[config.mk]
export PLATFORM = sky130hd
export DESIGN_NAME = blob_centroid_tracker_unit
export DESIGN_NICKNAME = d
export VERILOG_FILES = /design/src/bcent_pkg.sv /design/src/bcent_isqrt.sv /design/src/blob_centroid_tracker_unit.sv
export SDC_FILE = /design/constraint.sdc
export NUM_CORES = 2
export LEC_CHECK = 0
export BUFFER_PORTS_ARGS = -buffer_cell sky130_fd_sc_hd__buf_2
export CAP_MARGIN = 20
export CORE_MARGIN = 3
export CORE_UTILIZATION = 44
export DETAILED_ROUTE_END_ITERATION = 6
export GPL_ROUTABILITY_DRIVEN = 0
export SLEW_MARGIN = 30
export SYNTH_ARGS = -nofsm -noshare
export SYNTH_HDL_FRONTEND = slang
export SYNTH_SLANG_ARGS = --single-unit
[constraint.sdc]
create_clock -name clock -period 10.5 [get_ports clock]
set_input_delay 2.1 -clock clock [delete_from_list [all_inputs] [get_ports clock]]
set_output_delay 2.1 -clock clock [all_outputs]
set_load 0.005 [all_outputs]
[src/bcent_pkg.sv]
// Shared widths and defaults for the blob centroid tracker.
// Used by bcent_isqrt and blob_centroid_tracker_unit; depends on nothing.
package bcent_pkg;

   localparam int X_W           = 10;
   localparam int Y_W           = 9;
   localparam int MD_W          = 10;
   localparam int TRACK_W       = 16;
   localparam int REQ_DATA_W    = 24;
   localparam int REQ_USER_W    = 1;
   localparam int RSP_USER_W    = 2;
   localparam int D2_W          = 20;
   localparam int ROOT_W        = D2_W / 2;
   localparam int MAX_BLOBS_DEF = 32;
   localparam int ID_BITS_DEF   = 16;

   localparam logic [MD_W-1:0] MD_RESET = MD_W'(30);

endpackage

[src/bcent_isqrt.sv]
// Iterative floor square root, one result bit per cycle.
// Depends on bcent_pkg for D2_W and ROOT_W.
module bcent_isqrt
   import bcent_pkg::*;
(
   input  logic              clock,
   input  logic              reset,
   input  logic              start,
   input  logic [D2_W-1:0]   value,
   output logic              done,
   output logic [ROOT_W-1:0] root
);

   localparam int CNT_W = $clog2(ROOT_W + 1);

   logic [D2_W-1:0]  rem_ff, rem_in;
   logic [D2_W-1:0]  res_ff, res_in;
   logic [D2_W-1:0]  bit_ff, bit_in;
   logic [CNT_W-1:0] cnt_ff, cnt_in;
   logic             busy_ff, busy_in;
   logic             done_ff, done_in;
   logic [D2_W:0]    trial;

   always_comb begin
      rem_in  = rem_ff;
      res_in  = res_ff;
      bit_in  = bit_ff;
      cnt_in  = cnt_ff;
      busy_in = busy_ff;
      done_in = 1'b0;
      trial   = {1'b0, res_ff} + {1'b0, bit_ff};
      if (start) begin
         rem_in  = value;
         res_in  = '0;
         bit_in  = D2_W'(1) << (D2_W - 2);
         cnt_in  = CNT_W'(ROOT_W);
         busy_in = 1'b1;
      end else if (busy_ff) begin
         if ({1'b0, rem_ff} >= trial) begin
            rem_in = rem_ff - trial[D2_W-1:0];
            res_in = (res_ff >> 1) + bit_ff;
         end else begin
            res_in = res_ff >> 1;
         end
         bit_in = bit_ff >> 2;
         cnt_in = cnt_ff - CNT_W'(1);
         if (cnt_ff == CNT_W'(1)) begin
            busy_in = 1'b0;
            done_in = 1'b1;
         end
      end
   end

   always_ff @(posedge clock) begin
      rem_ff <= rem_in;
      res_ff <= res_in;
      bit_ff <= bit_in;
      cnt_ff <= cnt_in;
      if (reset) begin
         busy_ff <= 1'b0;
         done_ff <= 1'b0;
      end else begin
         busy_ff <= busy_in;
         done_ff <= done_in;
      end
   end

   assign done = done_ff;
   assign root = res_ff[ROOT_W-1:0];

endmodule

[src/blob_centroid_tracker_unit.sv]
// Top level of the blob centroid tracker: sequencer, two-bank centroid memory, output word.
// Depends on bcent_pkg and bcent_isqrt.
//
//  channel  direction  words
//  req_     in         one blob centroid or a frame end per word
//  rsp_     out        one track ID per word that carried a blob
//  csr_     in         match distance write
//
// A word without a blob is handled in the idle state and needs no search. For a blob word, each entry
// kept from the previous frame is read, squared through one shared multiplier and rooted in the
// bit-serial square root unit.
// A new word is taken while the last result still waits on rsp_tready.
// Reset clears the blob and ID counters and the bank select and sets the match distance to 30.
module blob_centroid_tracker_unit
   import bcent_pkg::*;
#(
   parameter int MAX_BLOBS = MAX_BLOBS_DEF,
   parameter int ID_BITS   = ID_BITS_DEF
) (
   input  logic                  clock,
   input  logic                  reset,
   input  logic                  req_tvalid,
   output logic                  req_tready,
   input  logic [REQ_DATA_W-1:0] req_tdata,   // blob_x, blob_y
   input  logic [REQ_USER_W-1:0] req_tuser,   // has_blob
   input  logic                  req_tlast,
   output logic                  rsp_tvalid,
   input  logic                  rsp_tready,
   output logic [TRACK_W-1:0]    rsp_tdata,   // track_id
   output logic [RSP_USER_W-1:0] rsp_tuser,   // is_new, dropped
   input  logic                  csr_wen,
   input  logic [MD_W-1:0]       csr_wdata
);

   localparam int CNT_W = $clog2(MAX_BLOBS + 1);
   localparam int IDX_W = (MAX_BLOBS > 1) ? $clog2(MAX_BLOBS) : 1;
   localparam int AW    = IDX_W + 1;
   localparam int ENT_W = ID_BITS + Y_W + X_W;
   localparam int CMP_W = (MD_W > ROOT_W) ? MD_W : ROOT_W;

   typedef enum logic [7:0] {
      S_IDLE   = 8'b00000001,
      S_FETCH  = 8'b00000010,
      S_DIFF   = 8'b00000100,
      S_SQX    = 8'b00001000,
      S_SQY    = 8'b00010000,
      S_ROOT   = 8'b00100000,
      S_DECIDE = 8'b01000000,
      S_FINISH = 8'b10000000
   } state_type;

   state_type          state_ff, state_in;
   logic               bank_ff, bank_in;
   logic [CNT_W-1:0]   prev_cnt_ff, prev_cnt_in;
   logic [CNT_W-1:0]   cur_cnt_ff, cur_cnt_in;
   logic [ID_BITS-1:0] id_ctr_ff, id_ctr_in;
   logic [MD_W-1:0]    md_ff;
   logic [CNT_W-1:0]   k_ff, k_in;
   logic [X_W-1:0]     bx_ff, bx_in;
   logic [Y_W-1:0]     by_ff, by_in;
   logic               fend_ff, fend_in;
   logic [X_W-1:0]     dx_ff, dx_in;
   logic [X_W-1:0]     dy_ff, dy_in;
   logic [D2_W-1:0]    d2_ff, d2_in;
   logic [ID_BITS-1:0] ent_id_ff, ent_id_in;
   logic [ROOT_W-1:0]  best_ff, best_in;
   logic [ID_BITS-1:0] best_id_ff, best_id_in;
   logic [ID_BITS-1:0] res_id_ff, res_id_in;
   logic               res_new_ff, res_new_in;
   logic               res_drop_ff, res_drop_in;
   logic               rsp_valid_ff, rsp_valid_in;
   logic [ID_BITS-1:0] rsp_id_ff, rsp_id_in;
   logic [RSP_USER_W-1:0] rsp_user_ff, rsp_user_in;

   logic [ENT_W-1:0]   mem [2**AW];
   logic [ENT_W-1:0]   rd_data_ff;
   logic [AW-1:0]      rd_addr;
   logic               mem_we;
   logic [AW-1:0]      mem_waddr;
   logic [ENT_W-1:0]   mem_wdata;

   logic [X_W-1:0]     mul_a;
   logic [2*X_W-1:0]   product;
   logic [D2_W-1:0]    sq_sum;
   logic               root_start;
   logic               root_done;
   logic [ROOT_W-1:0]  root;
   logic [X_W-1:0]     px;
   logic [Y_W-1:0]     py;
   logic               fresh;
   logic               drop;
   logic [ID_BITS-1:0] id_next;
   logic [ID_BITS+TRACK_W-1:0] id_wide;

   bcent_isqrt u_isqrt (
      .clock (clock),
      .reset (reset),
      .start (root_start),
      .value (sq_sum),
      .done  (root_done),
      .root  (root)
   );

   assign px      = rd_data_ff[X_W-1:0];
   assign py      = rd_data_ff[X_W+Y_W-1:X_W];
   assign rd_addr = {~bank_ff, k_ff[IDX_W-1:0]};
   assign mul_a   = (state_ff == S_SQX) ? dx_ff : dy_ff;
   assign product = mul_a * mul_a;
   assign sq_sum  = d2_ff + D2_W'(product);
   assign root_start = (state_ff == S_SQY);
   assign fresh   = (prev_cnt_ff == '0) || (CMP_W'(best_ff) > CMP_W'(md_ff));
   assign drop    = (cur_cnt_ff >= CNT_W'(MAX_BLOBS));
   assign id_next = id_ctr_ff + ID_BITS'(1);

   always_comb begin
      state_in     = state_ff;
      bank_in      = bank_ff;
      prev_cnt_in  = prev_cnt_ff;
      cur_cnt_in   = cur_cnt_ff;
      id_ctr_in    = id_ctr_ff;
      k_in         = k_ff;
      bx_in        = bx_ff;
      by_in        = by_ff;
      fend_in      = fend_ff;
      dx_in        = dx_ff;
      dy_in        = dy_ff;
      d2_in        = d2_ff;
      ent_id_in    = ent_id_ff;
      best_in      = best_ff;
      best_id_in   = best_id_ff;
      res_id_in    = res_id_ff;
      res_new_in   = res_new_ff;
      res_drop_in  = res_drop_ff;
      rsp_valid_in = rsp_valid_ff && !rsp_tready;
      rsp_id_in    = rsp_id_ff;
      rsp_user_in  = rsp_user_ff;
      mem_we       = 1'b0;
      mem_waddr    = {bank_ff, cur_cnt_ff[IDX_W-1:0]};
      mem_wdata    = {res_id_in, by_ff, bx_ff};
      unique case (state_ff)
         S_IDLE: begin
            if (req_tvalid) begin
               bx_in   = req_tdata[X_W-1:0];
               by_in   = req_tdata[X_W+Y_W-1:X_W];
               fend_in = req_tlast;
               k_in    = '0;
               if (req_tuser[0]) begin
                  state_in = (prev_cnt_ff == '0) ? S_DECIDE : S_FETCH;
               end else if (req_tlast) begin
                  prev_cnt_in = cur_cnt_ff;
                  cur_cnt_in  = '0;
                  bank_in     = ~bank_ff;
               end
            end
         end
         S_FETCH: begin
            state_in = S_DIFF;
         end
         S_DIFF: begin
            dx_in     = (bx_ff >= px) ? bx_ff - px : px - bx_ff;
            dy_in     = X_W'((by_ff >= py) ? by_ff - py : py - by_ff);
            ent_id_in = rd_data_ff[ENT_W-1:X_W+Y_W];
            state_in  = S_SQX;
         end
         S_SQX: begin
            d2_in    = D2_W'(product);
            state_in = S_SQY;
         end
         S_SQY: begin
            state_in = S_ROOT;
         end
         S_ROOT: begin
            if (root_done) begin
               if (k_ff == '0 || root <= best_ff) begin
                  best_in    = root;
                  best_id_in = ent_id_ff;
               end
               k_in = k_ff + CNT_W'(1);
               if (k_ff + CNT_W'(1) >= prev_cnt_ff) begin
                  state_in = S_DECIDE;
               end else begin
                  state_in = S_FETCH;
               end
            end
         end
         S_DECIDE: begin
            res_new_in  = fresh;
            res_drop_in = drop;
            if (fresh) begin
               id_ctr_in = id_next;
               res_id_in = id_next;
            end else begin
               res_id_in = best_id_ff;
            end
            mem_wdata = {res_id_in, by_ff, bx_ff};
            if (!drop) begin
               mem_we     = 1'b1;
               cur_cnt_in = cur_cnt_ff + CNT_W'(1);
            end
            state_in = S_FINISH;
         end
         S_FINISH: begin
            if (!rsp_valid_ff || rsp_tready) begin
               rsp_valid_in = 1'b1;
               rsp_id_in    = res_id_ff;
               rsp_user_in  = {res_drop_ff, res_new_ff};
               if (fend_ff) begin
                  prev_cnt_in = cur_cnt_ff;
                  cur_cnt_in  = '0;
                  bank_in     = ~bank_ff;
               end
               state_in = S_IDLE;
            end
         end
         default: begin
            state_in = S_IDLE;
         end
      endcase
   end

   always_ff @(posedge clock) begin
      if (mem_we) begin
         mem[mem_waddr] <= mem_wdata;
      end
      rd_data_ff <= mem[rd_addr];
   end

   always_ff @(posedge clock) begin
      bx_ff       <= bx_in;
      by_ff       <= by_in;
      fend_ff     <= fend_in;
      dx_ff       <= dx_in;
      dy_ff       <= dy_in;
      d2_ff       <= d2_in;
      ent_id_ff   <= ent_id_in;
      best_ff     <= best_in;
      best_id_ff  <= best_id_in;
      res_id_ff   <= res_id_in;
      res_new_ff  <= res_new_in;
      res_drop_ff <= res_drop_in;
      rsp_id_ff   <= rsp_id_in;
      rsp_user_ff <= rsp_user_in;
      k_ff        <= k_in;
      if (reset) begin
         state_ff     <= S_IDLE;
         bank_ff      <= 1'b0;
         prev_cnt_ff  <= '0;
         cur_cnt_ff   <= '0;
         id_ctr_ff    <= '0;
         md_ff        <= MD_RESET;
         rsp_valid_ff <= 1'b0;
      end else begin
         state_ff     <= state_in;
         bank_ff      <= bank_in;
         prev_cnt_ff  <= prev_cnt_in;
         cur_cnt_ff   <= cur_cnt_in;
         id_ctr_ff    <= id_ctr_in;
         rsp_valid_ff <= rsp_valid_in;
         if (csr_wen) begin
            md_ff <= csr_wdata;
         end
      end
   end

   assign id_wide    = {{TRACK_W{1'b0}}, rsp_id_ff};
   assign req_tready = (state_ff == S_IDLE);
   assign rsp_tvalid = rsp_valid_ff;
   assign rsp_tdata  = id_wide[TRACK_W-1:0];
   assign rsp_tuser  = rsp_user_ff;

endmodule

==> run summary <==
The detail route stage leaves a number of antenna-violating nets equal to 0. In this run, synthesis inferred 2403 flip-flops with an integrated enable. The first detailed-routing pass took 5 iterations. Distinct cell type count of the synthesized netlist: 73. By startpoint and endpoint, the worst setup path is classified as reg2reg. The count of final max-slew check failures was 0; the layout overhead on the synthesized area was 12.8%. TritonCTS built the clock tree. The synthesized-area fraction occupied by adder cells came out at 3.16%.

In the synthesized netlist, the number of instances is 5661. The tools report the worst flop-to-flop path startpoint as state_ff[1]. The post-synthesis simple-gate area fraction is 3.14%, and the total congestion overflow after global routing is 0.

Gates resized during post-CTS repair numbered 0. The net count of the mapped netlist is 5931, and the number of levels in the clock H-tree is 5. The cell sitting at the root of the clock tree is a sky130_fd_sc_hd__clkbuf_16.

The pin count of the biggest net entering global routing was 113. For this design the top-level I/O count stands at 61. Estimated wirelength of the detail-placed design: 146000 um. Ranked by total cell area, the synthesized netlist is headed by sky130_fd_sc_hd__edfxtp_1 (70%), sky130_fd_sc_hd__mux4_2 (9.4%), sky130_fd_sc_hd__mux2i_1 (3.9%), sky130_fd_sc_hd__dfxtp_1 (2.3%), sky130_fd_sc_hd__ha_1 (2.1%).

The fraction of the mapped netlist area in compound gates is 4.92%, and the DRC violation total after the first TritonRoute iteration is 5783. The total power divided by cell area is 229 nW/um2. The min-delay analysis places its worst path in the category reg2reg.

The slack of the critical path is 1.89 ns, and the cell area after synthesis is 103000 um2. Hold repair after CTS inserted 0 buffers. After detailed routing, the number of vias per cell comes to 5.87.

The clock passes through at most 4 buffers. The library cell occupying the most area in the post-synthesis netlist was sky130_fd_sc_hd__edfxtp_1. Global routing used 21.5% of the available tracks.

The count of buffers added by post-CTS timing repair for setup is 0, and the synthesized area per cell is 18.2 um2. Setup slack after placement: 1.79 ns. TritonCTS created 281 clock buffers. The post-layout minimum cycle time was 8.61 ns; the detailed-route DRC error count was 0. The finished layout holds 9208 standard cells, fillers aside. The cell with the largest stage delay on the worst path was sky130_fd_sc_hd__fa_1. The XOR/XNOR share of the synthesized area was 1.09%; the arrival time at the worst endpoint was 9.22 ns.

The routed length per placed instance was 28.3 um. Horizontal die dimension: 490 um. After clock tree synthesis, the clock-pin slew on the worst setup and hold paths is 0.06 ns. Clock skew on the completed layout was measured at 0.0520 ns. The post-layout utilization of the core was 50.0%. The tools report the full die area as 240000 um2. STA classifies the critical path endpoint as a flop. The run gives 53800 as the via count of the first global-routing pass. The worst-case IR drop observed on VDD is 183 uV. Including well taps, the total number of placed cells is 8725. Once the floorplan was initialized, standard cells occupied 44.3% of the core. During placement, the flow inserted port buffers numbering 55. Kind of cell adding the most delay to the critical path: adder cells. In this run the worst setup path begins at state_ff[1]. Largest family of logic cells by synthesized area: multiplexers.

At the end of the flow, the number of nets in the layout was 6147. For this design, the sink count on the clock tree is 2522. The startpoint of the lowest-slack hold path was rd_data_ff[31].

The portion of netlist area occupied by mux cells works out to 13.6%. Detailed routing inserted a total of 54000 vias. The logs give 379000 um for the first-pass GRT wire length and 116 MHz for the highest achievable clock rate. During synthesis, Yosys emitted a total of 0 warnings. The tool flagged a number of max-cap violations equal to 0.

The share of the synthesized area in the top cell type was 69.9%. The total area inside the core boundary comes to 233000 um2. The share of the Yosys chip area taken by registers is 72.2%. The run finished with clean final reports. The highest fanout seen on the critical path works out to 24.

Of the available clock period, the critical path in the final layout requires 82.0%. The floorplan row count came out at 177. The dominant register cell in the synthesized netlist is sky130_fd_sc_hd__edfxtp_1. For the worst setup path, the data required time is 11.11 ns.

After synthesis the netlist holds a flip-flop and latch count of 2522. The latest clock arrival within the worst-skew pair was 0.90 ns; the largest stage delay on the critical path was 0.53 ns. The leakage power summed over all cells was 38.2 nW.

The post-synthesis async set-or-reset flop share came out at 0%. The number of antenna violations at the first check in global routing was 10; the critical path buffer and inverter count was 7. Setup repair after global routing left no endpoint under its margin.

The transition time at the pin with the least slew margin is 1.05 ns, and the y dimension of the die is 490 um. The worst setup path is launched from a flop. Setup violations remaining at the end of the flow were counted as 0. The worst pin sits at a relative slew slack of 29.5%.

Summed over all failing endpoints, the final setup total negative slack is 0 ns. The tools report the detailed-route wire length as 261000 um. The post-route netlist has 18.7% of its cells at a drive strength greater than 1. The tools report the final number of hold-violating endpoints as 0.
[worst paths after layout]
kind / end / slack [ns] / cells after the start
max: u_isqrt.rem_ff[19] / 1.89 / 33
min: ent_id_ff[12] / 0.38 / 0
max reg2reg: u_isqrt.rem_ff[19] / 1.89 / 33
min reg2reg: ent_id_ff[12] / 0.38 / 0
[routing by layer]
metal / GRT usage [%] / vias up / share of wire, %
li1: - / 23200 / -
met1: 31.4 / 28600 / 44
met2: 32.7 / 1923 / 46
met3: 4.24 / 340 / 7.6
met4: 6.63 / 2 / 2.7
met5: 0 / - / 0.0065
[cell type report]
type	instances	area (um2)
multi-input cells	2679	27400
inverters	182	691
clock buffers	351	7440
repair buffers	211	1540
diodes	9	22.5
fillers	18900	117000
flip-flops and latches	2522	74500
clock inverters	122	898
well taps	3132	3920
[kinds of logic after synthesis]
| kind of cell | count (synthesis) |
|---|---|
| flip-flops | 2522 |
| buffers and inverters | 460 |
| AO/OA/AOI/OAI | 748 |
| XOR/XNOR | 129 |
| adder cells (fa/ha/maj) | 229 |
| multiplexers | 862 |
| AND/OR/NAND/NOR | 711 |
[flip-flops by register name, indices dropped and copies added, names as in the netlist, 19 cells and up]
name,cells
mem,2240
u_isqrt.res_ff,20
d2_ff,19
rd_data_ff,35
u_isqrt.rem_ff,20
[worst register-to-register path: cells and delay by family (launching register included)]
| family | cells | cell delay [ns] |
|---|---|---|
| multiplexers | 1 | 0.09 |
| AO/OA/AOI/OAI | 8 | 1.80 |
| AND/OR/NAND/NOR | 6 | 1.26 |
| XOR/XNOR | 4 | 0.66 |
| flip-flops | 1 | 0.39 |
| adder cells (fa/ha/maj) | 7 | 3.08 |
| buffers and inverters | 7 | 1.07 |
[stage by stage]
step,hold slack (ns),instance area (um2),power (W)
after floorplan,0.386,103000,0.0154
after global placement,0.391,108000,0.0178
after detailed placement,0.400,108000,0.0178
after CTS,0.371,116000,0.0269
after global routing,0.390,116000,0.0277
final,0.382,116000,0.0267
[cells in the mapped netlist, drive strengths merged (27+ instances only)]
| library cell | count |
|---|---|
| and2 | 32 |
| edfxtp | 2403 |
| nand3 | 40 |
| inv | 180 |
| xor2 | 62 |
| nand2b | 30 |
| a21oi | 217 |
| ha | 176 |
| xnor2 | 67 |
| fa | 53 |
| a21o | 27 |
| nor3 | 56 |
| o21ai | 101 |
| mux2i | 407 |
| nand2 | 177 |
| dfxtp | 119 |
| o22ai | 59 |
| nor2 | 275 |
| mux4 | 432 |
| o221ai | 176 |
| clkbuf | 152 |
| buf | 126 |
[power by group]
group	leakage, nW	internal, W	switching (W)
Combinational	11.5	0.00215	0.00398
Sequential	22.6	0.0114	0.000119
Clock	4.08	0.00528	0.00377
[cell usage in the layout (no fill, tap or decap), types with 53 or more instances in the layout]
master / n
sky130_fd_sc_hd__buf_4: 147
sky130_fd_sc_hd__ha_1: 176
sky130_fd_sc_hd__inv_1: 171
sky130_fd_sc_hd__fa_1: 53
sky130_fd_sc_hd__o221ai_1: 176
sky130_fd_sc_hd__nor2_1: 208
sky130_fd_sc_hd__buf_2: 55
sky130_fd_sc_hd__mux4_2: 432
sky130_fd_sc_hd__edfxtp_1: 2403
sky130_fd_sc_hd__a21oi_1: 215
sky130_fd_sc_hd__xnor2_1: 65
sky130_fd_sc_hd__o21ai_0: 70
sky130_fd_sc_hd__dfxtp_1: 117
sky130_fd_sc_hd__clkbuf_16: 284
sky130_fd_sc_hd__xor2_1: 61
sky130_fd_sc_hd__clkinv_1: 62
sky130_fd_sc_hd__clkbuf_1: 59
sky130_fd_sc_hd__nand2_1: 174
sky130_fd_sc_hd__nor2_4: 66
sky130_fd_sc_hd__mux2i_1: 407
sky130_fd_sc_hd__o22ai_1: 59
Power figures use the tool's default switching activity.
